--- src/rtl/eik_pkg.sv ---
// Shared types and constants for the eikonal cell update pipeline.
// No dependencies; every other file in rtl uses this package by scoped names.
package eik_pkg;

    localparam int VALUE_WIDTH   = 32;
    localparam int FRACTION_BITS = 16;
    localparam int SPACING_WIDTH = 31;

    localparam int DIFF_WIDTH = VALUE_WIDTH + 1;
    localparam int PROD_WIDTH = 2 * SPACING_WIDTH;
    localparam int RAD_WIDTH  = 2 * VALUE_WIDTH;
    localparam int ROOT_WIDTH = RAD_WIDTH / 2;
    localparam int REM_WIDTH  = ROOT_WIDTH + 4;
    localparam int SUM_WIDTH  = VALUE_WIDTH + 2;

    // Square root retires SQRT_STEPS result bits in each of SQRT_STAGES stages.
    localparam int SQRT_STEPS  = 2;
    localparam int SQRT_STAGES = ROOT_WIDTH / SQRT_STEPS;

    localparam int FRONT_STAGES = 2;
    localparam int RAD_STAGES   = 2;
    localparam int BACK_STAGES  = 3;
    localparam int NUM_STAGES   = FRONT_STAGES + RAD_STAGES + SQRT_STAGES + BACK_STAGES;

    localparam int FRONT_BASE = 0;
    localparam int RAD_BASE   = FRONT_BASE + FRONT_STAGES;
    localparam int SQRT_BASE  = RAD_BASE + RAD_STAGES;
    localparam int BACK_BASE  = SQRT_BASE + SQRT_STAGES;

    typedef logic signed [VALUE_WIDTH-1:0] t_value;
    typedef logic [SPACING_WIDTH-1:0]      t_spacing;

    localparam t_spacing SPACING_RESET = t_spacing'(64'd1 << FRACTION_BITS);

    // Per-item sideband that rides along the square root.
    typedef struct packed {
        t_value   center;
        t_value   base;     // a1 for a positive cell, a2 otherwise
        t_spacing diff;     // a2 - a1, meaningful when quad is set
        logic     pos;
        logic     fixed;
        logic     quad;
    } t_side;

endpackage

--- src/rtl/eik_radicand.sv ---
// Radicand 2*h*h - d*d: squares in one stage, subtraction in the next.
// Depends on eik_pkg.
module eik_radicand (
    input  logic                              i_clk,
    input  logic [eik_pkg::RAD_STAGES-1:0]    i_en,
    input  eik_pkg::t_side                    i_side,
    input  eik_pkg::t_spacing                 i_spacing,
    output logic [eik_pkg::RAD_WIDTH-1:0]     o_rad,
    output eik_pkg::t_side                    o_side
);

    logic [eik_pkg::PROD_WIDTH-1:0] w_hh;
    logic [eik_pkg::PROD_WIDTH-1:0] w_dd;
    logic [eik_pkg::PROD_WIDTH-1:0] r_hh;
    logic [eik_pkg::PROD_WIDTH-1:0] r_dd;
    eik_pkg::t_side                 r_side_mul;
    logic [eik_pkg::RAD_WIDTH-1:0]  r_rad;
    eik_pkg::t_side                 r_side_rad;

    assign w_hh = eik_pkg::PROD_WIDTH'(i_spacing) * eik_pkg::PROD_WIDTH'(i_spacing);
    assign w_dd = eik_pkg::PROD_WIDTH'(i_side.diff) * eik_pkg::PROD_WIDTH'(i_side.diff);

    always_ff @(posedge i_clk) begin
        if (i_en[0]) begin
            r_hh       <= w_hh;
            r_dd       <= w_dd;
            r_side_mul <= i_side;
        end
    end

    always_ff @(posedge i_clk) begin
        if (i_en[1]) begin
            r_rad      <= {1'b0, r_hh, 1'b0} - {2'b00, r_dd};
            r_side_rad <= r_side_mul;
        end
    end

    assign o_rad  = r_rad;
    assign o_side = r_side_rad;

endmodule

--- config.mk ---
export PLATFORM = sky130hd
export DESIGN_NAME = eik_radicand
export DESIGN_NICKNAME = d
export VERILOG_FILES = /design/src/rtl/eik_pkg.sv /design/src/rtl/eik_radicand.sv
export SDC_FILE = /design/constraint.sdc
export NUM_CORES = 2
export LEC_CHECK = 0
export BUFFER_PORTS_ARGS = -buffer_cell sky130_fd_sc_hd__clkbuf_2
export CORE_MARGIN = 10
export CORE_UTILIZATION = 45
export CTS_BUF_LIST = sky130_fd_sc_hd__clkbuf_8 sky130_fd_sc_hd__clkbuf_16
export DETAILED_ROUTE_END_ITERATION = 16
export SLEW_MARGIN = 30
export SYNTH_ARGS = -nofsm -noshare
export SYNTH_HDL_FRONTEND = slang
export SYNTH_SLANG_ARGS = --single-unit
--- constraint.sdc ---
create_clock -name i_clk -period 8.8 [get_ports i_clk]
set_input_delay 0.88 -clock i_clk [delete_from_list [all_inputs] [get_ports i_clk]]
set_output_delay 0.88 -clock i_clk [all_outputs]
set_load 0.005 [all_outputs]
# [After elaboration in Yosys (flattened, before gate mapping)]
# Index checks and enable logic that the tools add are counted.
[totals] reg_bits=384 latchBits=0 ram_bits=0 mem_bits_ro=0 in_bits=132 out_inout_bits=162 wordCells=18 mem_count=0
[op_classes] addsub=1 n_mul=2 div_mod_pow=0 magnitude_cmp=0 eq_ne=0 shift=0 muxes=0 bitwise_logic=0 n_reduce_logical=0
[op_table] op="$mul A31 B31 Y62" n=2
[op_table] op="$sub A63 B62 Y64" n=1

# [Longest topological paths before layout]
[logic_depth] depth_word=1 depth_mapped=31 depth_no_buf=28

# [Worst setup path after synthesis]
# OpenSTA, ideal clock, no wires.
[synth_path] path_type="input to register" start="input port i_side[9] in the netlist's numbering" end="register r_dd[58] in the netlist's numbering (data pin)" setup_time_ps=266 arrival_ps=8099 t_required_ps=8534 path_slack_ps=435 path_stages=28 path_buffers=2 cell_sequence="clkbuf_1 > clkbuf_1 > nand2_1 > fa_1 > inv_1 > fa_1 > fa_1 > inv_1 > fa_1 > inv_1 > fa_1 > inv_1 > fa_1 > inv_1 > fa_1 > fa_1 > ha_1 > a21o_1 > a311o_1 > o2111ai_1 > o211ai_1 > o221ai_2 > o41ai_2 > a221oi_2 > o22ai_1 > a221oi_2 > o211ai_1 > xor2_1"
[synth_via] elab_chain_cells=1
[synth_rtl] element="start: declaration" line="eik_radicand.sv:6" source="input eik_pkg::t_side i_side,"
[synth_rtl] element="$mul A31 B31 Y62" line="eik_radicand.sv:21" source="assign w_dd = eik_pkg::PROD_WIDTH'(i_side.diff) * eik_pkg::PROD_WIDTH'(i_side.diff);"
[synth_rtl] element="named net w_dd (one bit)" line="eik_radicand.sv:13" source="logic [eik_pkg::PROD_WIDTH-1:0] w_dd;"
[synth_rtl] element="end signal: assignment" line="eik_radicand.sv:26" source="r_dd <= w_dd;"
[synth_rtl] element="end: declaration" line="eik_radicand.sv:15" source="logic [eik_pkg::PROD_WIDTH-1:0] r_dd;"
# The timed path passes the listed nets, and every way through them passes these cells.
# A chain may end at the register's enable or synchronous reset.

# [Final worst setup path]
[layout_path] start="input port i_spacing[5]" end="register r_hh[54] in the netlist's numbering (data pin)"
[layout_via] elab_chain_cells=1
[layout_rtl] element="start: declaration" line="eik_radicand.sv:7" source="input eik_pkg::t_spacing i_spacing,"
[layout_rtl] element="$mul A31 B31 Y62" line="eik_radicand.sv:20" source="assign w_hh = eik_pkg::PROD_WIDTH'(i_spacing) * eik_pkg::PROD_WIDTH'(i_spacing);"
[layout_rtl] element="named net w_hh (one bit)" line="eik_radicand.sv:12" source="logic [eik_pkg::PROD_WIDTH-1:0] w_hh;"
[layout_rtl] element="end signal: assignment" line="eik_radicand.sv:25" source="r_hh <= w_hh;"
[layout_rtl] element="end: declaration" line="eik_radicand.sv:14" source="logic [eik_pkg::PROD_WIDTH-1:0] r_hh;"
# The timed path passes the listed nets, and every way through them passes these cells.

==> metrics.cfg <==
[worst_setup_path]
cp_common_cell = fa_1
crit_fanout = 17
cp.required_ns = 9.11
r2r_cells = 11
regToRegSetupSlack_ns = 4.47
cp_top_family = adder cells
startpoint = i_spacing[5]
critPathBufInv = 6
worstSetupPathType = input pin to register
r2r-end = o_rad[49]
crit_path_max_incr_delay_ns = 0.57
critPathCaptureType = register
cp_slowest_cell = fa_1
critPathArrivalTime_ns = 8.53
cp-start-kind = input pin
r2r-start = r_hh[2]

[finish]
multiInputGateArea_um2 = 49940
fin_nets = 9286
area_growth_pct = 8.445
fillCellCount = 14270
seqCellArea_um2 = 11410
diodes = 0
drive_gt1_frac = 0.08065

[timing]
hold_viol = 0
rsz0062_at_grt = no
period_minus_slack_ns = 8.222
finalSetupViolCount = 0
fmax_ghz = 0.1216
period_share = 0.9343
setup_tns_ns = 0
whs_ns = 0.4176
slew_violations = 0
worstMarginPinSlew_ns = 0.9289
clock_skew_ns = 0.04703
slew_headroom = 0.3791
fin_ws_ns = 0.5778

[hold_path]
whs_endpoint = o_side[4]
hold_start = r_side_mul[4]
hold_depth = 0
hp-class = register to register

[synth]
syn-num-nets = 9019
netlist_area_um2 = 69400
synth_cell_types = 75
netlist_top_cells_count = inv_1 (1904), fa_1 (1496), nand2_1 (603)
yosysMostFrequentCell = inv_1
synthCells = 6794
ys_seq_area_frac = 0.1644
syn_avg_cell_area_um2 = 10.22
synth_edf_count = 380
ys_async_sr_fraction = 0
yosysTopAreaCell = fa_1
synth-main-ff-cell = edfxtp_1
synth_area_leaders = fa_1 (43%), edfxtp_1 (16%), ha_1 (11%), inv_1 (10%), and2_1 (3.5%)
synth_seq_cells = 380
yosysWarnings = 0
synth_top_area_frac = 0.4315

[placement]
place_ws_ns = -0.0002149
gp_congestion = 0.8969
port_buffers = 293
dp_hpwl_um = 149400

[cts]
cts_buffers = 43
clock_latency_ns = 0.62
cts.path.max_buffers = 3
cts-resized-gates = 0
cts_tree = yes
clk_pin_slew_ns = 0.06
cts-htree-levels = 2
hold_buffers = 0
cts_sinks = 380
postCtsSetupBuffers = 0
cts-root-buf = clkbuf_16

[global_routing]
grt_max_degree = 126
track_usage = 0.2095
grt_pass1_vias = 52122
grt_pass1_wl_um = 280500
antenna_found_initial = 9
grt-ovfl-total = 0

[route]
wl_um = 173600
vias = 46043
wl_per_cell_um = 19.00
drcViolationCount = 0
routed_via_density = 5.040
drt-initial-drc-count = 2698
postRouteAntennaNets = 0
drtPass1Iterations = 6

[die]
dieArea_um2 = 170300
placeableCoreArea_um2 = 153700
start_util = 0.4516
die_y_um = 412.7
io_pins = 294
die_w_um = 412.7
rows = 144

[status]
outcome = finished, final reports clean

[flow_run]
drv_cap = 0

==> kinds of logic after synthesis <==
logic type,share of synthesized area
buf+inv,0.1160
fa+ha+maj,0.5392
simple gates,0.09337
compound gates,0.05859
flops,0.1644
xor+xnor,0.02751
mux,0.0009014
==> final cells by class <==
class | count | area share
repair buffers | 461 | 0.03767
clock inverters | 33 | 0.003957
clock buffers | 43 | 0.01430
flip-flops and latches | 380 | 0.1516
multi-input cells | 4271 | 0.6635
well taps | 2044 | 0.03398
inverters | 1904 | 0.09496
==> layer usage <==
| metal | up-vias | track usage | wire (um) |
|---|---|---|---|
| li1 | 20925 | - | - |
| met1 | 23665 | 0.2663 | 70820 |
| met2 | 1151 | 0.3705 | 87870 |
| met3 | 298 | 0.02992 | 9410 |
| met4 | 4 | 0.05922 | 5502 |
| met5 | - | 0 | 22 |
==> cell usage in the layout (no fill, tap or decap), types with 26 or more instances in the layout <==
master	netlist	final
inv_1	1904	1909
nand4_1	41	41
a21o_1	132	132
buf_4	1	160
nor2_1	145	145
ha_1	597	597
clkbuf_16	0	43
o21bai_1	40	40
nand2b_1	26	26
fa_1	1496	1496
and3_1	27	27
edfxtp_1	380	380
nand2_1	603	603
and2_1	388	388
xnor2_1	123	123
a21oi_1	202	202
xor2_1	95	95
nand3_1	32	32
nor2b_1	39	39
o21ai_0	81	81
clkbuf_2	0	291
==> worst max-delay path by stage <==
stage | endpoint | depth (start not counted)
2_1_floorplan | r_dd[58] | 28
3_3_place_gp | r_hh[58] | 24
3_5_place_dp | r_hh[58] | 24
4_1_cts | r_hh[58] | 24
5_1_grt | r_hh[58] | 24
6_report | r_hh[54] | 25
==> stage by stage <==
| stage | area (um2) | utilization | std cells |
|---|---|---|---|
| global route | 75260 | 0.4897 | 9136 |
| floorplan | 69400 | - | 6794 |
| detailed placement | 73880 | 0.4807 | 9060 |
| CTS | 75260 | 0.4897 | 9136 |
| global placement | 73880 | 0.4807 | 9060 |
| finish | 75260 | 0.4897 | 9136 |
==> registers in the layout, summed over array words and instances, names as in the netlist <==
register and flops:
r_side_mul 97, r_hh 61, o_rad 64, r_dd 61, o_side 97
Power is left out: the tool's default activity adds up to more than one toggle a clock period on the data nets, which glitch-free logic cannot reach.
