**src/rtl/eik_pkg.sv**
```systemverilog
// Shared types and constants for the eikonal cell update pipeline.
// No dependencies; every other file in rtl uses this package by scoped names.
package eik_pkg;

    localparam int VALUE_WIDTH   = 32;
    localparam int FRACTION_BITS = 16;
    localparam int SPACING_WIDTH = 31;

    localparam int DIFF_WIDTH = VALUE_WIDTH + 1;
    localparam int PROD_WIDTH = 2 * SPACING_WIDTH;
    localparam int RAD_WIDTH  = 2 * VALUE_WIDTH;
    localparam int ROOT_WIDTH = RAD_WIDTH / 2;
    localparam int REM_WIDTH  = ROOT_WIDTH + 4;
    localparam int SUM_WIDTH  = VALUE_WIDTH + 2;

    // Square root retires SQRT_STEPS result bits in each of SQRT_STAGES stages.
    localparam int SQRT_STEPS  = 2;
    localparam int SQRT_STAGES = ROOT_WIDTH / SQRT_STEPS;

    localparam int FRONT_STAGES = 2;
    localparam int RAD_STAGES   = 2;
    localparam int BACK_STAGES  = 3;
    localparam int NUM_STAGES   = FRONT_STAGES + RAD_STAGES + SQRT_STAGES + BACK_STAGES;

    localparam int FRONT_BASE = 0;
    localparam int RAD_BASE   = FRONT_BASE + FRONT_STAGES;
    localparam int SQRT_BASE  = RAD_BASE + RAD_STAGES;
    localparam int BACK_BASE  = SQRT_BASE + SQRT_STAGES;

    typedef logic signed [VALUE_WIDTH-1:0] t_value;
    typedef logic [SPACING_WIDTH-1:0]      t_spacing;

    localparam t_spacing SPACING_RESET = t_spacing'(64'd1 << FRACTION_BITS);

    // Per-item sideband that rides along the square root.
    typedef struct packed {
        t_value   center;
        t_value   base;     // a1 for a positive cell, a2 otherwise
        t_spacing diff;     // a2 - a1, meaningful when quad is set
        logic     pos;
        logic     fixed;
        logic     quad;
    } t_side;

endpackage

```
**src/rtl/eik_back.sv**
```systemverilog
// Back end: half of (d + root) on the quadratic form, else the spacing, saturating update,
// min or max against the old value and fixed-cell bypass (three stages). Depends on eik_pkg.
module eik_back (
    input  logic                              i_clk,
    input  logic [eik_pkg::BACK_STAGES-1:0]   i_en,
    input  logic [eik_pkg::ROOT_WIDTH-1:0]    i_root,
    input  eik_pkg::t_side                    i_side,
    input  eik_pkg::t_spacing                 i_spacing,
    output eik_pkg::t_value                   o_new_value
);

    localparam logic signed [eik_pkg::SUM_WIDTH-1:0] SumMax =
        eik_pkg::SUM_WIDTH'({1'b0, {(eik_pkg::VALUE_WIDTH-1){1'b1}}});
    localparam logic signed [eik_pkg::SUM_WIDTH-1:0] SumMin = -SumMax - 1;

    logic [eik_pkg::ROOT_WIDTH:0]              w_half_sum;
    logic [eik_pkg::ROOT_WIDTH-1:0]            r_step;
    eik_pkg::t_side                            r_side_step;
    logic signed [eik_pkg::SUM_WIDTH-1:0]      w_base;
    logic signed [eik_pkg::SUM_WIDTH-1:0]      w_step;
    logic signed [eik_pkg::SUM_WIDTH-1:0]      w_sum;
    eik_pkg::t_value                           w_sat;
    eik_pkg::t_value                           r_upd;
    eik_pkg::t_side                            r_side_upd;
    eik_pkg::t_value                           w_res;
    eik_pkg::t_value                           r_out;

    assign w_half_sum = eik_pkg::ROOT_WIDTH'(i_side.diff) + (eik_pkg::ROOT_WIDTH + 1)'(i_root);

    always_ff @(posedge i_clk) begin
        if (i_en[0]) begin
            r_step      <= i_side.quad ? w_half_sum[eik_pkg::ROOT_WIDTH:1]
                                       : eik_pkg::ROOT_WIDTH'(i_spacing);
            r_side_step <= i_side;
        end
    end

    always_comb begin
        w_base = eik_pkg::SUM_WIDTH'(r_side_step.base);
        w_step = $signed(eik_pkg::SUM_WIDTH'(r_step));
        w_sum  = r_side_step.pos ? (w_base + w_step) : (w_base - w_step);
        priority if (w_sum > SumMax) begin
            w_sat = eik_pkg::VALUE_WIDTH'(SumMax);
        end else if (w_sum < SumMin) begin
            w_sat = eik_pkg::VALUE_WIDTH'(SumMin);
        end else begin
            w_sat = eik_pkg::VALUE_WIDTH'(w_sum);
        end
    end

    always_ff @(posedge i_clk) begin
        if (i_en[1]) begin
            r_upd      <= w_sat;
            r_side_upd <= r_side_step;
        end
    end

    always_comb begin
        if (r_side_upd.fixed) begin
            w_res = r_side_upd.center;
        end else if (r_side_upd.pos) begin
            w_res = (r_upd < r_side_upd.center) ? r_upd : r_side_upd.center;
        end else begin
            w_res = (r_upd > r_side_upd.center) ? r_upd : r_side_upd.center;
        end
    end

    always_ff @(posedge i_clk) begin
        if (i_en[2]) begin
            r_out <= w_res;
        end
    end

    assign o_new_value = r_out;

endmodule

```
**config.mk**
```make
export PLATFORM = sky130hd
export DESIGN_NAME = eik_back
export DESIGN_NICKNAME = d
export VERILOG_FILES = /design/src/rtl/eik_pkg.sv /design/src/rtl/eik_back.sv
export SDC_FILE = /design/constraint.sdc
export NUM_CORES = 1
export LEC_CHECK = 0
export ABC_AREA = 1
export BUFFER_PORTS_ARGS = -buffer_cell sky130_fd_sc_hd__buf_2
export CAP_MARGIN = 25
export CORE_MARGIN = 2
export CORE_UTILIZATION = 59
export CTS_CLUSTER_SIZE = 24
export DETAILED_ROUTE_END_ITERATION = 7
export PLACE_DENSITY = 0.82
export SYNTH_ARGS = -nofsm -noshare
export SYNTH_HDL_FRONTEND = slang
export SYNTH_SLANG_ARGS = --single-unit
```
**constraint.sdc**
```tcl
create_clock -name i_clk -period 4.75 [get_ports i_clk]
set_input_delay 0.2375 -clock i_clk [delete_from_list [all_inputs] [get_ports i_clk]]
set_output_delay 0.2375 -clock i_clk [all_outputs]
set_load 0.1 [all_outputs]
```
**Word-level counts from Yosys, hierarchy flattened**

Index checks and enable logic that the tools add are counted.

- Register bits after elaboration: 196
- Output and inout bits: 32

- Add/sub/neg operators: 3
- Magnitude comparators: 4
- Muxes and demuxes: 7

Operators by type and width:

| kind | count |
|---|---|
| 32-bit two-way mux | 5 |
| 32-bit by 33-bit adder with 34-bit output | 1 |
| 34-bit by 32-bit > comparator with 1-bit output, second input constant | 1 |
| 34-bit by 32-bit less-than comparator with 1-bit output, second input constant | 1 |
| 34-bit two-way mux | 1 |
| 32-bit by 33-bit subtractor with 34-bit output | 1 |
| 31-bit by 32-bit adder with 33-bit output | 1 |
| 32-bit > comparator | 1 |
| 32-bit less-than comparator | 1 |
| 31-bit two-way mux | 1 |

**Longest topological paths before layout**

- Word-level depth: 4
- Depth in mapped cells: 28
- Depth with buffers taken out: 27

**Worst setup path after synthesis**

No wires, ideal clock.

- Path kind: register to register
- Start point: register r_step[0] in the netlist's numbering
- End point: register r_upd[10], data pin
- Library setup time: 0.253 ns
- Arrival time: 3.277 ns
- Data required time: 4.497 ns
- Slack: 1.221 ns
- Stages on the path, launching flop included: 28
- Buffers on the path: 1
- Period minus slack after synthesis: 3.529 ns
- Path through: edfxtp_1 -> inv_1 -> ha_1 -> nand2_1 -> nor2_1 -> nand2_1 -> nor2_1 -> nand3_1 -> nor2_1 -> nor2_1 -> nor2_2 -> o21ai_0 -> xor2_1 -> ha_1 -> nand2_1 -> nor2_1 -> inv_1 -> nor2_1 -> nand3_1 -> o21ai_1 -> nand2_1 -> nand2_1 -> nand2_1 -> nand2_2 -> inv_2 -> o21ai_4 -> buf_6 -> nand2_1

- Word-level cells in the longest chain between the ends: 4
- Elaborated cells between the ends (all ways): 6
- Classes of those cells: add/sub: 2; order compare: 2; mux: 2

RTL lines:

| item | RTL line | RTL |
|---|---|---|
| start, declared | eik_back.sv:17 | `logic [eik_pkg::ROOT_WIDTH-1:0] r_step;` |
| start signal, assigned | eik_back.sv:32 | `r_step <= i_side.quad ? w_half_sum[eik_pkg::ROOT_WIDTH:1]` |
| 32-bit by 33-bit subtractor with 34-bit output or 32-bit by 33-bit adder with 34-bit output (tied branches) | eik_back.sv:41 | `w_sum = r_side_step.pos ? (w_base + w_step) : (w_base - w_step);` |
| 34-bit two-way mux * | eik_back.sv:41 |  |
| 34-bit by 32-bit less-than comparator with 1-bit output | eik_back.sv:44 | `end else if (w_sum < SumMin) begin` |
| 32-bit two-way mux | eik_back.sv:44 |  |
| end signal, assigned | eik_back.sv:53 | `r_upd <= w_sat;` |
| end, declared | eik_back.sv:23 | `eik_pkg::t_value r_upd;` |

Every way passes the cells marked *; elsewhere a longest branch is shown, timed or not.
A chain may end at the register's enable or synchronous reset.

**Final worst setup path**

- Start point: register r_step[0] in the netlist's numbering
- End point: register r_upd[3], data pin

The elaborated chain is that of the path after synthesis.

==> results summary <==
The residual antenna-violating net count after detailed routing is 0. The number of antenna violations at the first check in global routing is 1. The violation count after the first detailed-route iteration came out at 814.

The die height came out at around 160 um. The critical path is of the flip-flop to flip-flop type. The wire length of the first global-routing pass came out at slightly below 60 mm. The number of primary I/O pins is 197. Counting every net in the synthesized netlist gives ~2000.

The reported max-cap violation count is 0. In the finished design, the share of the clock period the worst path needs comes to about nine tenths. The cell accounting for the most synthesized area is edfxtp_1. The clock transition time at the flip-flop clock pins of the worst setup and hold paths is 0.08 ns. The setup-violating endpoint count in the final report came out at 0.

Hold timing on the final database bottoms out at a slack of 0.06211 ns. Clock latency on the worst-skew pair, taken at its later pin, is 0.45 ns. The library cell used most frequently in the layout, excluding fill and tap cells, is nand2_1. The routed via count came out at about 13000. The minimum clock period after layout came out at around 4.3 ns. The maximum number of pins on one net before global-route repair came out at 67. The synthesized area per cell came out at 7.913 um2.

The relative area change from synthesis to final layout is 18.48%. The netlist area before placement came out at 13790 um2. The final sum of negative setup slack came out at 0 ns. The first detailed-routing pass took 5 iterations. The cell type of the slowest stage on the worst timing path is edfxtp_1. The standby leakage power is 7.811 nW.

In the layout the commonest cells are 419 x nand2_1, 241 x nor2_1, 209 x inv_1. The worst voltage drop across the vdd grid came out at 0.0002887 V. The final count of hold timing violations came to 0. The maximum operating frequency came out at 0.2326 GHz.

The worst clock skew on the final layout came out at 0.01210 ns. In this run the worst hold path is classified as input port to flip-flop. The power density of the placed cells came out at 404.8 nW/um2.

The routed length per instance is between 15 and 20 um. The die footprint came out at 24620 um2. The worst setup path is captured at a flip-flop. The clock tree synthesis step divided the H-tree into 4 levels. The number of global-route vias before repair came to about 12000. The DRC violation count after routing came out at 0. OpenSTA, run right after detailed placement, puts the worst setup slack at ~0.41 ns.

The largest incremental delay on the critical path is 0.44 ns. The number of warnings reported in the yosys synthesis log is 0. The die is 156.9 um wide. The number of storage elements in the synthesis netlist came out at 196.

The proportion of layout cells with a drive suffix above 1 is a little over an eighth. The final net count came out at 2248. The total clock buffers created by CTS is 17. Setup repair after global routing left no endpoint under its margin. The total wirelength of the detailed-routed design is 36.26 mm. The arrival time at the worst endpoint came out at 4.49 ns. Dividing the detail-routed via count by the number of cells gives 5.467. The worst path required time is 4.94 ns. The fill cell instance count of the final layout is 1740. The overall fraction of global-route tracks in use came out at 29.58%.

The normalized max-slew margin came out at between 40% and 50%. The number of distinct standard cells referenced by the synthesized netlist came out at 42. By area the synthesized netlist is led by edfxtp_1 43%, nand2_1 11%, ha_1 8.7%, nor2_1 6.6%, inv_1 5.7%. The quantity of I/O buffers inserted on ports came out at approximately 200. The number of instances in the synthesized netlist is 1743.

The worst setup path is launched from a flip-flop. On the critical path the largest part of the delay comes from simple AND/OR/NAND/NOR gates. The total overflow reported by the global router came out at 0. The fraction of the yosys area taken by sequential cells came out at 42.67%. The number of buffers and inverters on the critical path is 4.

The highest net fanout along the worst path came out at 31. The starting density of the core is 60.55%. TritonCTS built the clock tree. Setup slack on the critical path of the routed design comes to around 0.45 ns. The HPWL after detailed placement is 25.86 mm.

The placeable core region came out at ~23000 um2. The worst-margin pin slew is 0.8574 ns. The area share of the largest cell type after synthesis is 42.67%. The cell occurring most often along the worst timing path is nand2_1. CTS placed an instance of clkbuf_16 at the clock tree root. The clock sink count came out at 196. The flow ran to the end, and the final reports show no timing, DRC or antenna violations. The routability congestion estimate from global placement is roughly 1.

The maximum root-to-sink buffer count came out at 2. The number of pins exceeding their max-slew limit in the final report is 0. The floorplan has 55 rows.
[through the flow]
| step | cell area [um2] | util, % | instances | power (W) |
|---|---|---|---|---|
| after CTS | 16270 | 71.43 | 2307 | 0.006543 |
| after global placement | 14970 | 65.74 | 2207 | 0.004993 |
| after floorplan | 13790 | - | 1743 | 0.004483 |
| after global routing | 16340 | 71.74 | 2312 | 0.007032 |
| final | 16340 | 71.74 | 2312 | 0.006616 |
| after detailed placement | 15030 | 65.98 | 2209 | 0.005080 |
[worst min-delay path, cell delays in order]
cell	delay [ns]
buf_2	0.08
nand2_1	0.04
nand2_1	0.06
[state kept, by name, indices dropped and copies added (netlist names)]
name	flops
r_side_upd	34
r_upd	32
o_new_value	32
r_side_step	66
r_step	32
[layout make-up]
| type | count | area (um2) | share of cell area [%] |
|---|---|---|---|
| Tap cell | 313 | 391.6 | 2.396 |
| Sequential cell | 196 | 5886 | 36.02 |
| Clock inverter | 15 | 153.9 | 0.9417 |
| Timing Repair Buffer | 278 | 1844 | 11.29 |
| Multi-Input combinational cell | 1281 | 6847 | 41.90 |
| Antenna cell | 1 | 2.502 | 0.01531 |
| Inverter | 211 | 792.0 | 4.846 |
| Clock buffer | 17 | 425.4 | 2.603 |
[what timing repair did]
action,in CTS,in global routing
hold buffers,66,0
endpoints found under the setup margin,0,31
gates resized for setup,0,2
buffers inserted,0,2
endpoints found under the hold margin,66,0
[Yosys cell counts]
cell type  count
a211oi_1       2
a21boi_0       2
a21boi_1       1
a21o_1        10
a21oi_1       94
a221oi_1       1
a31o_2         1
a31oi_1       10
and3_1         1
buf_1          4
buf_2         18
buf_6          6
clkbuf_1      27
edfxtp_1     196
fa_1           2
ha_1          96
inv_1        209
inv_2          2
nand2_1      419
nand2_2        7
nand2_4        1
nand3_1      153
nand3b_1       5
nand4_1       40
nor2_1       241
nor2_2         3
nor3_1        16
nor3_2         1
nor3b_1        1
nor4_1         2
o21a_1         3
o21ai_0       64
o21ai_1        1
o21ai_2        1
o21ai_4        1
o21bai_1      14
o221a_2        1
o31ai_1        2
or2_0          1
or2_2         12
xnor2_1       20
xor2_1        52
[layer usage]
metal	global-route usage (%)	wire, um	vias up
met2	52.82	17720	573
li1	-	-	6288
met5	0	0	-
met4	13.24	1412	0
met3	3.965	2353	104
met1	35.63	14770	5674
[worst paths after layout]
path	slack (ns)	start	end	depth (start not counted)
min	0.06	i_spacing[29]	r_step[29]	3
max	0.45	r_step[0]	r_upd[3]	27
max reg2reg	0.45	r_step[0]	r_upd[3]	27
min reg2reg	0.42	r_side_step[84]	r_side_upd[84]	0
[power breakdown]
| group | total [W] | switching (W) | internal [W] |
|---|---|---|---|
| clock network | 0.00143 | 0.000721 | 0.000706 |
| logic | 0.00281 | 0.00186 | 0.000944 |
| registers | 0.00238 | 0.000145 | 0.00224 |
[kinds of logic (layout without fill, tap and decap cells)]
family / count (synthesis) / count (layout) / synth area share, %
buffers and inverters: 266 / 521 / 7.729
AOI/OAI and AO/OA: 208 / 208 / 8.463
DFF: 196 / 196 / 42.67
adders and majority gates: 98 / 98 / 8.999
other: 0 / 1 / 0
and+or+nand+nor: 903 / 903 / 27.57
xor gates and xnor gates: 72 / 72 / 4.572
Note: power is estimated with default switching activity, not from simulation.
