File: src/rtl/eik_pkg.sv
// Shared types and constants for the eikonal cell update pipeline.
// No dependencies; every other file in rtl uses this package by scoped names.
package eik_pkg;

    localparam int VALUE_WIDTH   = 32;
    localparam int FRACTION_BITS = 16;
    localparam int SPACING_WIDTH = 31;

    localparam int DIFF_WIDTH = VALUE_WIDTH + 1;
    localparam int PROD_WIDTH = 2 * SPACING_WIDTH;
    localparam int RAD_WIDTH  = 2 * VALUE_WIDTH;
    localparam int ROOT_WIDTH = RAD_WIDTH / 2;
    localparam int REM_WIDTH  = ROOT_WIDTH + 4;
    localparam int SUM_WIDTH  = VALUE_WIDTH + 2;

    // Square root retires SQRT_STEPS result bits in each of SQRT_STAGES stages.
    localparam int SQRT_STEPS  = 2;
    localparam int SQRT_STAGES = ROOT_WIDTH / SQRT_STEPS;

    localparam int FRONT_STAGES = 2;
    localparam int RAD_STAGES   = 2;
    localparam int BACK_STAGES  = 3;
    localparam int NUM_STAGES   = FRONT_STAGES + RAD_STAGES + SQRT_STAGES + BACK_STAGES;

    localparam int FRONT_BASE = 0;
    localparam int RAD_BASE   = FRONT_BASE + FRONT_STAGES;
    localparam int SQRT_BASE  = RAD_BASE + RAD_STAGES;
    localparam int BACK_BASE  = SQRT_BASE + SQRT_STAGES;

    typedef logic signed [VALUE_WIDTH-1:0] t_value;
    typedef logic [SPACING_WIDTH-1:0]      t_spacing;

    localparam t_spacing SPACING_RESET = t_spacing'(64'd1 << FRACTION_BITS);

    // Per-item sideband that rides along the square root.
    typedef struct packed {
        t_value   center;
        t_value   base;     // a1 for a positive cell, a2 otherwise
        t_spacing diff;     // a2 - a1, meaningful when quad is set
        logic     pos;
        logic     fixed;
        logic     quad;
    } t_side;

endpackage

File: src/rtl/eik_front.sv
// Front end: axis minima or maxima, sort, difference and form select (two stages).
// Depends on eik_pkg.
module eik_front (
    input  logic                                i_clk,
    input  logic [eik_pkg::FRONT_STAGES-1:0]    i_en,
    input  eik_pkg::t_value                     i_center_value,
    input  eik_pkg::t_value                     i_west_value,
    input  eik_pkg::t_value                     i_east_value,
    input  eik_pkg::t_value                     i_south_value,
    input  eik_pkg::t_value                     i_north_value,
    input  logic                                i_is_fixed,
    input  eik_pkg::t_spacing                   i_spacing,
    output eik_pkg::t_side                      o_side
);

    eik_pkg::t_value w_a;
    eik_pkg::t_value w_b;
    logic            w_pos;

    eik_pkg::t_value r_center;
    eik_pkg::t_value r_a1;
    eik_pkg::t_value r_a2;
    logic            r_pos;
    logic            r_fixed;

    logic [eik_pkg::DIFF_WIDTH-1:0] w_diff;
    eik_pkg::t_side                 r_side;

    always_comb begin
        w_pos = (i_center_value > eik_pkg::t_value'(0));
        if (w_pos) begin
            w_a = (i_west_value < i_east_value) ? i_west_value : i_east_value;
            w_b = (i_south_value < i_north_value) ? i_south_value : i_north_value;
        end else begin
            w_a = (i_west_value > i_east_value) ? i_west_value : i_east_value;
            w_b = (i_south_value > i_north_value) ? i_south_value : i_north_value;
        end
    end

    always_ff @(posedge i_clk) begin
        if (i_en[0]) begin
            r_center <= i_center_value;
            r_a1     <= (w_a < w_b) ? w_a : w_b;
            r_a2     <= (w_a < w_b) ? w_b : w_a;
            r_pos    <= w_pos;
            r_fixed  <= i_is_fixed;
        end
    end

    // The sorted difference is never negative, so it is read as unsigned.
    assign w_diff = {r_a2[eik_pkg::VALUE_WIDTH-1], r_a2} - {r_a1[eik_pkg::VALUE_WIDTH-1], r_a1};

    always_ff @(posedge i_clk) begin
        if (i_en[1]) begin
            r_side.center <= r_center;
            r_side.base   <= r_pos ? r_a1 : r_a2;
            r_side.diff   <= w_diff[eik_pkg::SPACING_WIDTH-1:0];
            r_side.pos    <= r_pos;
            r_side.fixed  <= r_fixed;
            r_side.quad   <= (w_diff < eik_pkg::DIFF_WIDTH'(i_spacing));
        end
    end

    assign o_side = r_side;

endmodule

File: config.mk
export PLATFORM = sky130hd
export DESIGN_NAME = eik_front
export DESIGN_NICKNAME = d
export VERILOG_FILES = /design/src/rtl/eik_pkg.sv /design/src/rtl/eik_front.sv
export SDC_FILE = /design/constraint.sdc
export NUM_CORES = 1
export LEC_CHECK = 0
export ABC_AREA = 0
export BUFFER_PORTS_ARGS = -buffer_cell sky130_fd_sc_hd__buf_2
export CAP_MARGIN = 10
export CORE_MARGIN = 2
export CORE_UTILIZATION = 45
export DETAILED_ROUTE_END_ITERATION = 12
export GPL_ROUTABILITY_DRIVEN = 0
export GPL_TIMING_DRIVEN = 0
export PLACE_DENSITY = 0.73
export SLEW_MARGIN = 30
export SYNTH_ARGS = -nofsm -noshare
export SYNTH_HDL_FRONTEND = slang
export SYNTH_SLANG_ARGS = --single-unit
File: constraint.sdc
create_clock -name i_clk -period 7.8 [get_ports i_clk]
set_input_delay 1.17 -clock i_clk [delete_from_list [all_inputs] [get_ports i_clk]]
set_output_delay 1.17 -clock i_clk [all_outputs]
set_load 0.02 [all_outputs]
# Yosys cells after proc, flatten, opt, wreduce, memory -nomap -nowiden
# Index checks and enable logic that the tools add are counted.
dict set report word_totals {
  register_bits 196
  input_bits 195
  wordCells 28
}
dict set report classes {
  add_sub_neg 1
  magnitude_cmp 7
  n_mux 9
}
# op n
set ops {}
lappend ops {{$mux 32} 9}
lappend ops {{$lt 32x32->1} 3}
lappend ops {{$gt 32x32->1} 2}
lappend ops {{$lt 33x31->1} 1}
lappend ops {{$sub 32x32->33} 1}
lappend ops {{$gt 32x1->1 const B} 1}

# Logic depth before layout (Yosys ltp)
dict set report logic_depth {
  depth_word 5
  mapped_depth 26
  ltp_nobuf 23
}

# Least setup slack after synthesis
# OpenSTA, ideal clock, no wires.
dict set report synth_path {
  kind {in2reg}
  start {input i_north_value[31]}
  end {register r_a1[10] (data pin)}
  setup_time_ns 0.268
  t_arrival_ns 6.147
  t_required_ns 7.532
  setup_slack_ns 1.385
  cell_stages 23
  path_buffers 3
  path_cell_list {inv_1 ha_1 and4_4 and3_1 a211o_1 or3_1 o221ai_2 and2_1 buf_6 buf_12 mux2_4 inv_1 ha_1 a21o_1 a21o_1 a21o_1 a21o_1 a21oi_1 nor2_1 o32a_1 dlygate4sd3_1 o41ai_1 o22ai_1}
}
dict set report synth_between {
  elab_chain_len 5
  elab_cells_between_ends 7
  classes_between {order compare (3); mux (4)}
}
# element line
set synth_rtl {}
lappend synth_rtl {{start, declared} eik_front.sv:10} ;# input eik_pkg::t_value i_north_value,
lappend synth_rtl {{$gt 32x32->1 or $lt 32x32->1 (tied branches)} {eik_front.sv:36, eik_front.sv:33}}
lappend synth_rtl {{$mux 32 (on tied branches)} {eik_front.sv:36, eik_front.sv:33}}
lappend synth_rtl {{$mux 32 *} eik_front.sv:31} ;# if (w_pos) begin
lappend synth_rtl {{$lt 32x32->1} eik_front.sv:43} ;# r_a1 <= (w_a < w_b) ? w_a : w_b;
lappend synth_rtl {{$mux 32 *} eik_front.sv:43}
lappend synth_rtl {{end signal, assigned} eik_front.sv:43}
lappend synth_rtl {{end, declared} eik_front.sv:21} ;# eik_pkg::t_value r_a1;
# Mark *: on every way between the ends. The rest lies on a longest branch, timed or not.
# A chain may end at the register's enable or synchronous reset.

# Worst setup path in the final report
dict set report layout_path {
  start {input i_center_value[15]}
  end {register r_a1[4] (data pin)}
}
dict set report layout_between {
  elab_chain_len 4
  elab_cells_between_ends 5
  classes_between {order compare (2); mux (3)}
}
# element line
set layout_rtl {}
lappend layout_rtl {{start, declared} eik_front.sv:6} ;# input eik_pkg::t_value i_center_value,
lappend layout_rtl {{$gt 32x1->1 *} eik_front.sv:30} ;# w_pos = (i_center_value > eik_pkg::t_value'(0));
lappend layout_rtl {{net w_pos} eik_front.sv:18} ;# logic w_pos;
lappend layout_rtl {{$mux 32} eik_front.sv:31}
lappend layout_rtl {{$lt 32x32->1} eik_front.sv:43}
lappend layout_rtl {{$mux 32 *} eik_front.sv:43}
# Mark *: on every way through the listed nets, which the timed path passes. The rest lies on a longest branch.

==> impl_metrics.py <==
metrics = {
    "run_status": {
        "status": "complete, no violations",
    },
    "place": {
        "post_dp_cell_area_um2": 17620,
        "post-place-ws_ns": 0.2666,
        "hpwl_um": 38160,
        "io_buffer_count": 292,
    },
    "clocking": {
        "clkSlewWorstSetupHoldPaths_ns": 0.07,
        "cts_tree": "done",
        "cts-htree-levels": 4,
        "post_cts_resized": 0,
        "postCtsSetupBuffers": 0,
        "clock_latency_ns": 0.43,
        "cts_buffers": 17,
        "postCtsHoldBufs": 0,
        "cts_sinks": 196,
        "clock_path_buffers": 2,
        "ctsRootBufferMaster": "clkbuf_16",
    },
    "detailed_routing": {
        "avgRoutedWirePerCell_um": 19.51,
        "drc": 0,
        "via_count": 14150,
        "finalWirelength_um": 45780,
        "routed_via_density": 6.030,
        "drt_first_iter_violations": 1170,
        "first_pass_iters": 6,
        "drt.antenna.violating_nets": 0,
    },
    "global_route": {
        "gr-usage-met3_pct": 4.187,
        "grt_pass1_wl_um": 70410,
        "grt.total_usage_pct": 24.77,
        "antenna_found_initial": 2,
        "grt-ovfl-total": 0,
        "grt_max_degree": 75,
        "grt_use_met2_pct": 42.12,
        "grt_pass1_vias": 13470,
        "gr-max-usage-layer": "met2",
        "use_met1_pct": 32.33,
    },
    "setup_path": {
        "ff2ff_path_depth": 23,
        "crit_arrival_ns": 7.31,
        "endpoint_kind": "flop",
        "critical_path_class": "in -> reg",
        "crit_path_start_kind": "input port",
        "required_ns": 7.96,
        "critical_path.max_fanout": 10,
    },
    "timing": {
        "setup_ws_ns": 0.6472,
        "clock_skew_ns": 0.005958,
        "finalSetupViolations": 0,
        "timing.final.crit_share_pct": 91.70,
        "clock.fmax_mhz": 139.8,
        "rsz0062_at_grt": "false",
        "layout_min_cycle_time_ns": 7.153,
        "slew-limit-headroom_pct": 43.87,
        "fin_tns_setup_ns": 0,
        "hold_viol": 0,
        "worst_slew_pin_slew_ns": 0.8419,
        "slew_violations": 0,
    },
    "worst_hold_path": {
        "whs_path_depth": 0,
        "hp-class": "reg -> reg",
    },
    "power": {
        "p_leak_nw": 8.156,
        "seqPwrFrac_pct": 29.0,
        "combPwrFrac_pct": 56.8,
        "clkPwrFrac_pct": 14.2,
        "worst_ir_drop_vdd_uv": 162.3,
        "power_switching_mw": 2.513,
        "total_power_mw": 5.858,
        "p_int_mw": 3.345,
        "power.density_nw_per_um2": 322.3,
        "swShare_pct": 42.90,
    },
    "yosys": {
        "ys_seq_area_share_pct": 37.94,
        "ys_types": 83,
        "synth_nets": 1918,
        "syn_inst": 1565,
        "ys.flop_type": "edfxtp_1",
        "synth_seq_cells": 196,
        "synthArstFlopShare_pct": 0,
        "synth-edff-count": 196,
        "synth_area_um2": 15510,
        "syn_avg_cell_area_um2": 9.914,
        "yosys_warnings": 0,
    },
    "floorplanning": {
        "initial_core_util_pct": 45.25,
        "ioPinCount": 293,
        "core_um2": 34290,
        "die-area_um2": 35980,
        "die_w_um": 189.7,
        "fp.dieH_um": 189.7,
        "rows": 68,
    },
    "run": {
        "max_cap_violations": 0,
    },
    "final_layout": {
        "drive_gt1_share_pct": 23.32,
        "n_antenna_cell": 0,
        "fillers": 3055,
        "design_area_um2": 18180,
        "area_growth_pct": 17.16,
        "layout.nets": 2231,
    },
}
[power by group through the flow]
stage                     Sequential (mW)  Combinational, mW  Clock, mW
after floorplan                      1.87               2.16          0
after global routing                 1.73               3.68      0.893
after CTS                            1.70               3.32      0.856
final                                1.70               3.33      0.835
after global placement               1.71               3.20          0
after detailed placement             1.72               3.30          0
[logic make-up (layout without fill, tap and decap cells)]
logic type	after synthesis	in the layout	synth area share, %
AOI/OAI and AO/OA	464	464	22.13
and+or+nand+nor	366	366	11.81
buffers and inverters	288	614	8.355
muxes	66	66	5.460
adders and majority gates	158	158	12.79
DFF	196	196	37.94
xor gates and xnor gates	27	27	1.524
[registers in the layout, summed over array words and instances, names as in the netlist]
signal	count
r_a1	32
r_a2	32
o_side	98
r_fixed	1
r_pos	1
r_center	32
[path summary, 6_finish.rpt]
| kind | start | slack [ns] | endpoint |
|---|---|---|---|
| min | r_center[13] | 0.42 | o_side[79] |
| max | i_center_value[15] | 0.65 | r_a1[4] |
| min reg2reg | r_center[13] | 0.42 | o_side[79] |
| max reg2reg | r_a2[0] | 2.51 | o_side[0] |
[cells in the final DEF, fill, tap and decap left out, types with 4 or more instances in the layout]
master         Yosys  routed
mux2i_1            4       4
nand2_1           66      66
and3_1            10      10
nand4_1           17      17
o21bai_1           7       7
o32ai_1           31      30
nand3_1           74      74
buf_6              8      10
o211ai_1          33      33
o21ai_0           35      35
o22ai_1           32      32
nor4_1             8       8
o31ai_1           33      33
a21oi_1           64      64
mux2_2            33      33
a21o_1            42      42
nor2_1            54      54
buf_4              6       6
nor3_1           105     105
dlygate4sd1_1      6       6
clkbuf_1          59      60
inv_1            181     181
xnor2_1           23      23
a32oi_1           31      31
a211oi_1          38      38
clkbuf_16          0      17
ha_1             157     157
o41ai_1           61      61
buf_1              4       4
mux2_4            29      29
nand2b_1           7       7
edfxtp_1         196     196
a211o_1            4       4
xor2_1             4       4
nor2b_1            6       6
buf_2             14     304
o21a_1            14      14
inv_6              0       5
[synthesized netlist by cell type, drive strengths merged (3+ instances only)]
master / count / area (µm²)
ha: 157 / 1964
a21o: 42 / 315.3
o21bai: 8 / 63.81
dlygate4sd3: 3 / 30.03
nor3: 106 / 535.5
inv: 183 / 686.9
nor4: 10 / 92.59
a31oi: 5 / 43.79
mux2: 62 / 807.0
o211ai: 33 / 247.7
edfxtp: 196 / 5886
nand2: 67 / 254.0
o41ai: 61 / 534.3
nor2: 54 / 202.7
clkbuf: 59 / 221.5
o21a: 14 / 105.1
o22ai: 32 / 200.2
a211o: 4 / 35.03
buf: 35 / 280.3
a21oi: 66 / 337.8
nor2b: 6 / 37.54
and3: 10 / 62.56
mux2i: 4 / 40.04
o21ai: 39 / 198.9
a21boi: 3 / 22.52
nand2b: 7 / 43.79
a2111oi: 3 / 51.30
o31ai: 33 / 247.7
a211oi: 38 / 285.3
xnor2: 23 / 201.4
a32oi: 31 / 271.5
o32ai: 31 / 271.5
nand3: 74 / 370.4
xor2: 4 / 35.03
and2: 3 / 18.77
dlygate4sd1: 6 / 52.55
nand4: 19 / 131.4
[metrics by stage]
stage	util [%]	instances	hold slack [ns]
6_report	53.01	2346	0.4168
5_1_grt	53.01	2346	0.4268
4_1_cts	53.01	2346	0.4196
3_5_place_dp	51.39	2314	0.4045
3_3_place_gp	51.17	2312	0.4006
2_1_floorplan	-	1565	0.4003
[layout make-up]
cell class	instances	area, µm²	share of cell area, %
multi-input cells	1081	8341	45.88
flip-flops and latches	196	5886	32.38
repair buffers	294	1529	8.411
inverters	183	686.9	3.779
plain buffers	105	609.3	3.352
well taps	455	569.3	3.132
clock buffers	18	429.2	2.361
clock inverters	14	127.6	0.7021
[routing by layer]
metal  up-vias  wire length [µm]
li1       6683                 -
met1      6514             19020
met2       854             21070
met3        91              4653
met4         4              1020
met5         -                24
[worst max-delay path: stages]
cell	delay (ns)
buf_2	0.13
nor4_1	0.33
nand4_1	0.25
o21bai_2	0.48
inv_2	0.22
or3_1	0.42
o221ai_2	0.23
and2_1	0.18
buf_6	0.14
buf_12	0.15
mux2_4	0.35
inv_1	0.07
ha_1	0.24
a21o_1	0.20
a21o_1	0.17
a21o_1	0.17
a21o_1	0.19
a211oi_1	0.60
nand2_1	0.11
a21o_1	0.24
and3b_1	0.22
buf_6	0.16
clkbuf_1	0.21
o41ai_1	0.52
o22ai_1	0.15
Note: power is estimated with default switching activity, not from simulation.
