--- src/rtl/eik_pkg.sv ---
// Shared types and constants for the eikonal cell update pipeline.
// No dependencies; every other file in rtl uses this package by scoped names.
package eik_pkg;

    localparam int VALUE_WIDTH   = 32;
    localparam int FRACTION_BITS = 16;
    localparam int SPACING_WIDTH = 31;

    localparam int DIFF_WIDTH = VALUE_WIDTH + 1;
    localparam int PROD_WIDTH = 2 * SPACING_WIDTH;
    localparam int RAD_WIDTH  = 2 * VALUE_WIDTH;
    localparam int ROOT_WIDTH = RAD_WIDTH / 2;
    localparam int REM_WIDTH  = ROOT_WIDTH + 4;
    localparam int SUM_WIDTH  = VALUE_WIDTH + 2;

    // Square root retires SQRT_STEPS result bits in each of SQRT_STAGES stages.
    localparam int SQRT_STEPS  = 2;
    localparam int SQRT_STAGES = ROOT_WIDTH / SQRT_STEPS;

    localparam int FRONT_STAGES = 2;
    localparam int RAD_STAGES   = 2;
    localparam int BACK_STAGES  = 3;
    localparam int NUM_STAGES   = FRONT_STAGES + RAD_STAGES + SQRT_STAGES + BACK_STAGES;

    localparam int FRONT_BASE = 0;
    localparam int RAD_BASE   = FRONT_BASE + FRONT_STAGES;
    localparam int SQRT_BASE  = RAD_BASE + RAD_STAGES;
    localparam int BACK_BASE  = SQRT_BASE + SQRT_STAGES;

    typedef logic signed [VALUE_WIDTH-1:0] t_value;
    typedef logic [SPACING_WIDTH-1:0]      t_spacing;

    localparam t_spacing SPACING_RESET = t_spacing'(64'd1 << FRACTION_BITS);

    // Per-item sideband that rides along the square root.
    typedef struct packed {
        t_value   center;
        t_value   base;     // a1 for a positive cell, a2 otherwise
        t_spacing diff;     // a2 - a1, meaningful when quad is set
        logic     pos;
        logic     fixed;
        logic     quad;
    } t_side;

endpackage

--- src/rtl/eik_sqrt.sv ---
// Pipelined restoring integer square root, two root bits per stage.
// Depends on eik_pkg; carries the item sideband alongside.
module eik_sqrt (
    input  logic                              i_clk,
    input  logic [eik_pkg::SQRT_STAGES-1:0]   i_en,
    input  logic [eik_pkg::RAD_WIDTH-1:0]     i_rad,
    input  eik_pkg::t_side                    i_side,
    output logic [eik_pkg::ROOT_WIDTH-1:0]    o_root,
    output eik_pkg::t_side                    o_side
);

    logic [eik_pkg::REM_WIDTH-1:0]  w_rem_in  [eik_pkg::SQRT_STAGES];
    logic [eik_pkg::ROOT_WIDTH-1:0] w_root_in [eik_pkg::SQRT_STAGES];
    logic [eik_pkg::RAD_WIDTH-1:0]  w_rad_in  [eik_pkg::SQRT_STAGES];
    eik_pkg::t_side                 w_side_in [eik_pkg::SQRT_STAGES];

    logic [eik_pkg::REM_WIDTH-1:0]  w_rem_nx  [eik_pkg::SQRT_STAGES];
    logic [eik_pkg::ROOT_WIDTH-1:0] w_root_nx [eik_pkg::SQRT_STAGES];
    logic [eik_pkg::RAD_WIDTH-1:0]  w_rad_nx  [eik_pkg::SQRT_STAGES];

    logic [eik_pkg::REM_WIDTH-1:0]  r_rem  [eik_pkg::SQRT_STAGES];
    logic [eik_pkg::ROOT_WIDTH-1:0] r_root [eik_pkg::SQRT_STAGES];
    logic [eik_pkg::RAD_WIDTH-1:0]  r_rad  [eik_pkg::SQRT_STAGES];
    eik_pkg::t_side                 r_side [eik_pkg::SQRT_STAGES];

    for (genvar g = 0; g < eik_pkg::SQRT_STAGES; g++) begin : g_stage
        if (g == 0) begin : g_first
            assign w_rem_in[g]  = '0;
            assign w_root_in[g] = '0;
            assign w_rad_in[g]  = i_rad;
            assign w_side_in[g] = i_side;
        end else begin : g_rest
            assign w_rem_in[g]  = r_rem[g-1];
            assign w_root_in[g] = r_root[g-1];
            assign w_rad_in[g]  = r_rad[g-1];
            assign w_side_in[g] = r_side[g-1];
        end

        // Each step brings down the next bit pair and tries 4*root + 1.
        always_comb begin : p_steps
            logic [eik_pkg::REM_WIDTH-1:0]  rem;
            logic [eik_pkg::ROOT_WIDTH-1:0] root;
            logic [eik_pkg::RAD_WIDTH-1:0]  rad;
            logic [eik_pkg::REM_WIDTH-1:0]  trial;
            rem  = w_rem_in[g];
            root = w_root_in[g];
            rad  = w_rad_in[g];
            for (int s = 0; s < eik_pkg::SQRT_STEPS; s++) begin
                rem   = {rem[eik_pkg::REM_WIDTH-3:0], rad[eik_pkg::RAD_WIDTH-1 -: 2]};
                rad   = {rad[eik_pkg::RAD_WIDTH-3:0], 2'b00};
                trial = eik_pkg::REM_WIDTH'({root, 2'b01});
                if (rem >= trial) begin
                    rem  = rem - trial;
                    root = {root[eik_pkg::ROOT_WIDTH-2:0], 1'b1};
                end else begin
                    root = {root[eik_pkg::ROOT_WIDTH-2:0], 1'b0};
                end
            end
            w_rem_nx[g]  = rem;
            w_root_nx[g] = root;
            w_rad_nx[g]  = rad;
        end

        always_ff @(posedge i_clk) begin
            if (i_en[g]) begin
                r_rem[g]  <= w_rem_nx[g];
                r_root[g] <= w_root_nx[g];
                r_rad[g]  <= w_rad_nx[g];
                r_side[g] <= w_side_in[g];
            end
        end
    end

    assign o_root = r_root[eik_pkg::SQRT_STAGES-1];
    assign o_side = r_side[eik_pkg::SQRT_STAGES-1];

endmodule

--- config.mk ---
export PLATFORM = sky130hd
export DESIGN_NAME = eik_sqrt
export DESIGN_NICKNAME = d
export VERILOG_FILES = /design/src/rtl/eik_pkg.sv /design/src/rtl/eik_sqrt.sv
export SDC_FILE = /design/constraint.sdc
export NUM_CORES = 2
export LEC_CHECK = 0
export BUFFER_PORTS_ARGS = -buffer_cell sky130_fd_sc_hd__clkbuf_2
export CORE_MARGIN = 5
export CORE_UTILIZATION = 51
export CTS_BUF_LIST = sky130_fd_sc_hd__clkbuf_4
export CTS_CLUSTER_SIZE = 25
export DETAILED_ROUTE_END_ITERATION = 10
export PLACE_DENSITY_LB_ADDON = 0.1
export SLEW_MARGIN = 20
export SYNTH_ARGS = -nofsm -noshare
export SYNTH_HDL_FRONTEND = slang
export SYNTH_SLANG_ARGS = --single-unit
--- constraint.sdc ---
create_clock -name i_clk -period 18.7 [get_ports i_clk]
set_input_delay 1.87 -clock i_clk [delete_from_list [all_inputs] [get_ports i_clk]]
set_output_delay 1.87 -clock i_clk [all_outputs]
set_load 0.05 [all_outputs]
## Word-level counts from Yosys, hierarchy flattened

Memory sizes are Yosys's and may differ from the RTL's.
Cells that the tools add are included.

| word-level totals | value |
|---|---|
| bits in registers | 0 |
| memories | 4 |
| logic and storage cells | 164 |
| bits of input ports | 179 |
| RAM bits | 3,616 |
| output and inout port bits | 130 |

| operators by class | value |
|---|---|
| $lt $le $gt $ge | 32 |
| multiplexer cells | 96 |
| add/sub/neg operators | 32 |

Memories:

| memory | words | width | rd ports | clocked after memory_dff | write ports | line | text |
|---|---|---|---|---|---|---|---|
| r_side | 16 | 98 | 16 | 0 | 16 | eik_sqrt.sv:24 | `eik_pkg::t_side r_side [eik_pkg::SQRT_STAGES];` |
| r_rad | 16 | 60 | 15 | 0 | 16 | eik_sqrt.sv:23 | `logic [eik_pkg::RAD_WIDTH-1:0] r_rad [eik_pkg::SQRT_STAGES];` |
| r_rem | 16 | 36 | 15 | 0 | 16 | eik_sqrt.sv:21 | `logic [eik_pkg::REM_WIDTH-1:0] r_rem [eik_pkg::SQRT_STAGES];` |
| r_root | 16 | 32 | 16 | 0 | 16 | eik_sqrt.sv:22 | `logic [eik_pkg::ROOT_WIDTH-1:0] r_root [eik_pkg::SQRT_STAGES];` |

Operator list:

| cell | number |
|---|---|
| greater-or-equal comparator 36 x 34 -> 1 bit | 30 |
| two-way mux 36 bit | 16 |
| two-way mux 34 bit | 16 |
| subtractor 36 x 34 -> 36 bit | 15 |
| subtractor 34 bit | 15 |
| two-way mux 1 bit | 64 |
| greater-or-equal comparator 36 x 3 -> 1 bit | 1 |
| subtractor 36 x 3 -> 36 bit | 1 |
| subtractor 2 x 1 -> 3 bit, second input constant | 1 |
| greater-or-equal comparator 2 x 1 -> 1 bit, second input constant | 1 |

## Longest topological paths before layout

An unclocked memory read counts as a cell.

| logic depth | value |
|---|---|
| depth after elaboration | 5 |
| gate-level depth with buffers | 30 |

## Worst setup path before layout

OpenSTA, ideal clock, no wires.

| path | value |
|---|---|
| kind | register -> register |
| from | mem r_root[1][79] (netlist name) |
| to | mem r_rem[1][129] (netlist name) (data pin) |
| buffers on the path | 4 |
| setup time | 0.260 ns |
| path slack | 12.304 ns |
| data arrival time | 6.136 ns |
| cell stages (with the launch flop) | 27 |
| path through | edfxtp_1 inv_1 ha_1 a211oi_1 o211ai_1 a31o_2 a21o_1 a211oi_1 nand3_1 clkbuf_1 inv_1 clkbuf_1 and2_1 a31o_2 ha_1 a21o_1 a21o_1 a21o_1 a21o_1 a21oi_1 o21ai_0 a221oi_1 o21ai_0 nor4bb_1 clkbuf_1 buf_1 mux2_2 |

RTL lines:

| element | line |
|---|---|
| from (decl) | eik_sqrt.sv:22 |
| to (decl) | eik_sqrt.sv:21 |

==> qor.yml <==
placed_design:
  place.gp.congestion: 0.9401
  dp_hpwl_um: 231900
  port-buffer-count: 308
  placedInstanceArea_um2: 134100
  place_ws_ns: 11.21
layout:
  postLayoutCellArea_um2: 143000
  fill_cells: 20730
  postLayoutCoreUtil: 0.5681
  drive_gt1_frac: 0.1531
  seqCellArea_um2: 84290
  layout.nets: 11290
  multi_input_area_um2: 41430
  syn2layout_area_growth_pct: 10.82
grt:
  grt_pass1_vias: 81520
  grt_max_degree: 77
  grt_antenna_before_repair: 39
  globalRouteOverflowTotal: 0
  grt_pass1_wl_um: 482000
  grt.total_usage: 0.2366
cts:
  clk_pin_slew_ns: 0.07
  htreeDepth: 6
  cts_resized: 0
  cts.sinks: 2807
  cts_buffers: 716
  clk-insertion-delay-late_ns: 1.50
  clock-root-buffer: "clkbuf_4"
  cts_tree: "built"
  cts-hold-fix-buffers: 0
  post_cts_buffers: 0
  cts_max_path_buffers: 4
power:
  power.internal_mw: 12.66
  power_frac_comb: 0.304
  leakagePower_nw: 54.04
  p_switching_mw: 6.472
  ir_drop_mv: 0.07289
  pwr-share-clk: 0.262
  pwr-share-seq: 0.434
  swShare: 0.3383
  power_density_nw_per_um2: 133.8
min_path:
  min_to: "r_side[0][486]$_DFFE_PP_"
  holdPathStages: 0
  worstHoldStart: "r_side[0][388]$_DFFE_PP_"
  worst_hold_path_type: "reg2reg"
critical_path:
  r2r_slack_ns: 11.26
  setup.worst_path.class: "reg2reg"
  start_kind: "flop"
  r2r-start: "r_root[1][128]$_DFFE_PP_"
  reg2reg_depth: 28
  cp.required_ns: 19.85
  crit_slowest_cell: "o21ai_0"
  max_stage_delay_ns: 0.61
  cp.arrival_ns: 8.58
  r2r_end: "r_rem[1][191]$_DFFE_PP_"
  crit_path_end_kind: "flop"
  cp_max_fo: 44
  worst_path_most_repeated_cell: "o21ai_0"
logic_synthesis:
  ys.flop_type: "edfxtp_1"
  syn_area_um2: 129000
  synth-edff-count: 2807
  avgSynthCellArea_um2: 13.25
  synth.ff_latch_count: 2807
  synthCells: 9733
  ys.warnings.count: 0
  synth-async-reset-ratio: 0
  ys_seq_area_frac: 0.6534
  ys_types: 97
route:
  num_vias: 81290
  viasPerCell: 5.648
  wirelength_um: 316700
  drt-initial-drc-count: 5891
  first_pass_iters: 8
  detail_route.drc_violations: 0
  drtAntennaViolNets: 0
  wl_per_cell_um: 22.00
floorplan:
  rows: 184
  io_pins: 309
  core-area_um2: 251600
  dieArea_um2: 263100
  die_y_um: 512.9
  die_x_um: 512.9
  initial_utilization: 0.5127
outcome:
  outcome: "finished clean"
timing:
  tightest_slew_ns: 1.104
  fin_skew_ns: 0.1537
  max_clock_freq_ghz: 0.1345
  setup_ws_ns: 11.26
  finalMaxSlewViolations: 0
  fin_crit_ns: 7.435
  fin_tns_setup_ns: 0
  slew-limit-headroom: 0.2447
  period_share: 0.3976
  grt_setup_unrepaired: "false"
  hold_viol: 0
  setup_viol: 0
job:
  cap_violations: 0
==> flip-flops by register name (all words and copies together), names as in the netlist <==
signal and cells:
r_side 1568, r_rad 480, r_rem 487, r_root 272
==> synth_stat cells, drive strengths merged (19+ instances only) <==
master | n | area (um^2)
edfxtp | 2807 | 84290
a21oi | 665 | 3328
nor2 | 655 | 2459
nand2 | 624 | 2342
ha | 558 | 6982
inv | 489 | 1836
xnor2 | 481 | 4213
o21ai | 413 | 2067
xor2 | 282 | 2470
a21o | 258 | 1937
nor3 | 233 | 1166
clkbuf | 169 | 634.4
nand3 | 167 | 835.8
nand4 | 146 | 913.4
buf | 131 | 883.4
or3 | 121 | 762.0
nor4 | 106 | 690.7
nand2b | 101 | 631.9
mux2 | 97 | 1092
a31oi | 87 | 544.3
nor2b | 83 | 519.3
o21a | 81 | 608.1
o21bai | 69 | 518.0
o31ai | 68 | 510.5
or2 | 65 | 406.6
and2 | 62 | 387.9
and3 | 59 | 369.1
a211oi | 50 | 375.4
o211ai | 47 | 352.8
or4 | 41 | 315.3
nor3b | 35 | 262.8
o31a | 30 | 262.8
mux2i | 28 | 284.0
a211o | 26 | 227.7
nand3b | 24 | 180.2
nor4b | 23 | 214.0
a31o | 22 | 192.7
nand4b | 22 | 192.7
a2111oi | 21 | 196.4
and4 | 20 | 175.2
a21boi | 19 | 142.6
o22ai | 19 | 118.9
==> placed cells by master (no fill, tap or decap), types with 120 or more instances in the layout <==
| cell | n |
|---|---|
| edfxtp_1 | 2807 |
| clkbuf_4 | 980 |
| a21oi_1 | 665 |
| nor2_1 | 654 |
| nand2_1 | 624 |
| ha_1 | 558 |
| inv_1 | 485 |
| xnor2_1 | 481 |
| o21ai_0 | 407 |
| clkbuf_2 | 292 |
| xor2_1 | 282 |
| a21o_1 | 258 |
| nor3_1 | 232 |
| nand3_1 | 166 |
| nand4_1 | 146 |
| clkinv_1 | 145 |
| or3_1 | 120 |
==> power groups by stage <==
stage / logic, mW / clock network, mW / registers, mW
4_1_cts: 5.78 / 5.23 / 8.30
2_1_floorplan: 4.26 / 0 / 8.18
3_3_place_gp: 5.71 / 0 / 8.42
5_1_grt: 6.41 / 5.58 / 8.36
6_report: 5.82 / 5.00 / 8.30
3_5_place_dp: 5.74 / 0 / 8.43
==> worst max-delay path, delay by kind of cell (launching register included) <==
family                   cells  cell delay, ns
AO/OA/AOI/OAI               10            2.74
AND/OR/NAND/NOR             11            2.29
buffers and inverters        4            0.86
adder cells (fa/ha/maj)      2            0.67
flip-flops                   1            0.46
XOR/XNOR                     1            0.12
==> per-stage QoR <==
| stage | hold slack (ns) | total power, mW | cells |
|---|---|---|---|
| finish | 0.3205 | 19.13 | 14390 |
| detailed placement | 0.4045 | 14.16 | 13190 |
| floorplan | 0.4003 | 12.44 | 9735 |
| CTS | 0.2555 | 19.31 | 14390 |
| global route | 0.2590 | 20.35 | 14390 |
| global placement | 0.4002 | 14.13 | 13190 |
==> routing by layer <==
layer  up-vias  global-route usage  wire length [um]
met4         4             0.09027             11290
met2      2549              0.3803            147300
met1     39360              0.3265            140100
met5         -                   0                27
met3       568             0.03795             18040
li1      38810                   -                 -
==> kinds of logic after synthesis <==
family                   Yosys count  share of synthesized area
AO/OA/AOI/OAI                   2055                     0.1011
multiplexers                     125                    0.01067
AND/OR/NAND/NOR                 2630                     0.1027
other                              1                 0.00002907
buffers and inverters            794                    0.02615
adder cells (fa/ha/maj)          558                    0.05412
XOR/XNOR                         763                    0.05180
flip-flops                      2807                     0.6534
==> area by class of cell <==
class / instances / share of cell area
inverter: 494 / 0.01298
multi-input combinational: 6134 / 0.2898
clock buffer: 980 / 0.05146
antenna: 7 / 0.0001225
tap: 3348 / 0.02930
clock inverter: 221 / 0.01004
sequential: 2807 / 0.5896
timing repair buffer: 402 / 0.01665
==> worst max path at each step <==
| stage | end | start | cells after the start | slack [ns] |
|---|---|---|---|---|
| 5_1_grt | r_rem[1][126]$_DFFE_PP_ | r_rem[1][80]$_DFFE_PP_ | 23 | 10.85 |
| 4_1_cts | r_rem[1][128]$_DFFE_PP_ | r_root[1][72]$_DFFE_PP_ | 24 | 11.19 |
| 6_report | r_rem[1][191]$_DFFE_PP_ | r_root[1][128]$_DFFE_PP_ | 28 | 11.26 |
| 3_5_place_dp | r_rem[1][128]$_DFFE_PP_ | r_rem[1][80]$_DFFE_PP_ | 23 | 11.21 |
| 2_1_floorplan | r_rem[1][129]$_DFFE_PP_ | r_root[1][79]$_DFFE_PP_ | 26 | 12.30 |
| 3_3_place_gp | r_rem[1][191]$_DFFE_PP_ | r_root[1][128]$_DFFE_PP_ | 28 | 11.38 |
Power figures use the tool's default switching activity.
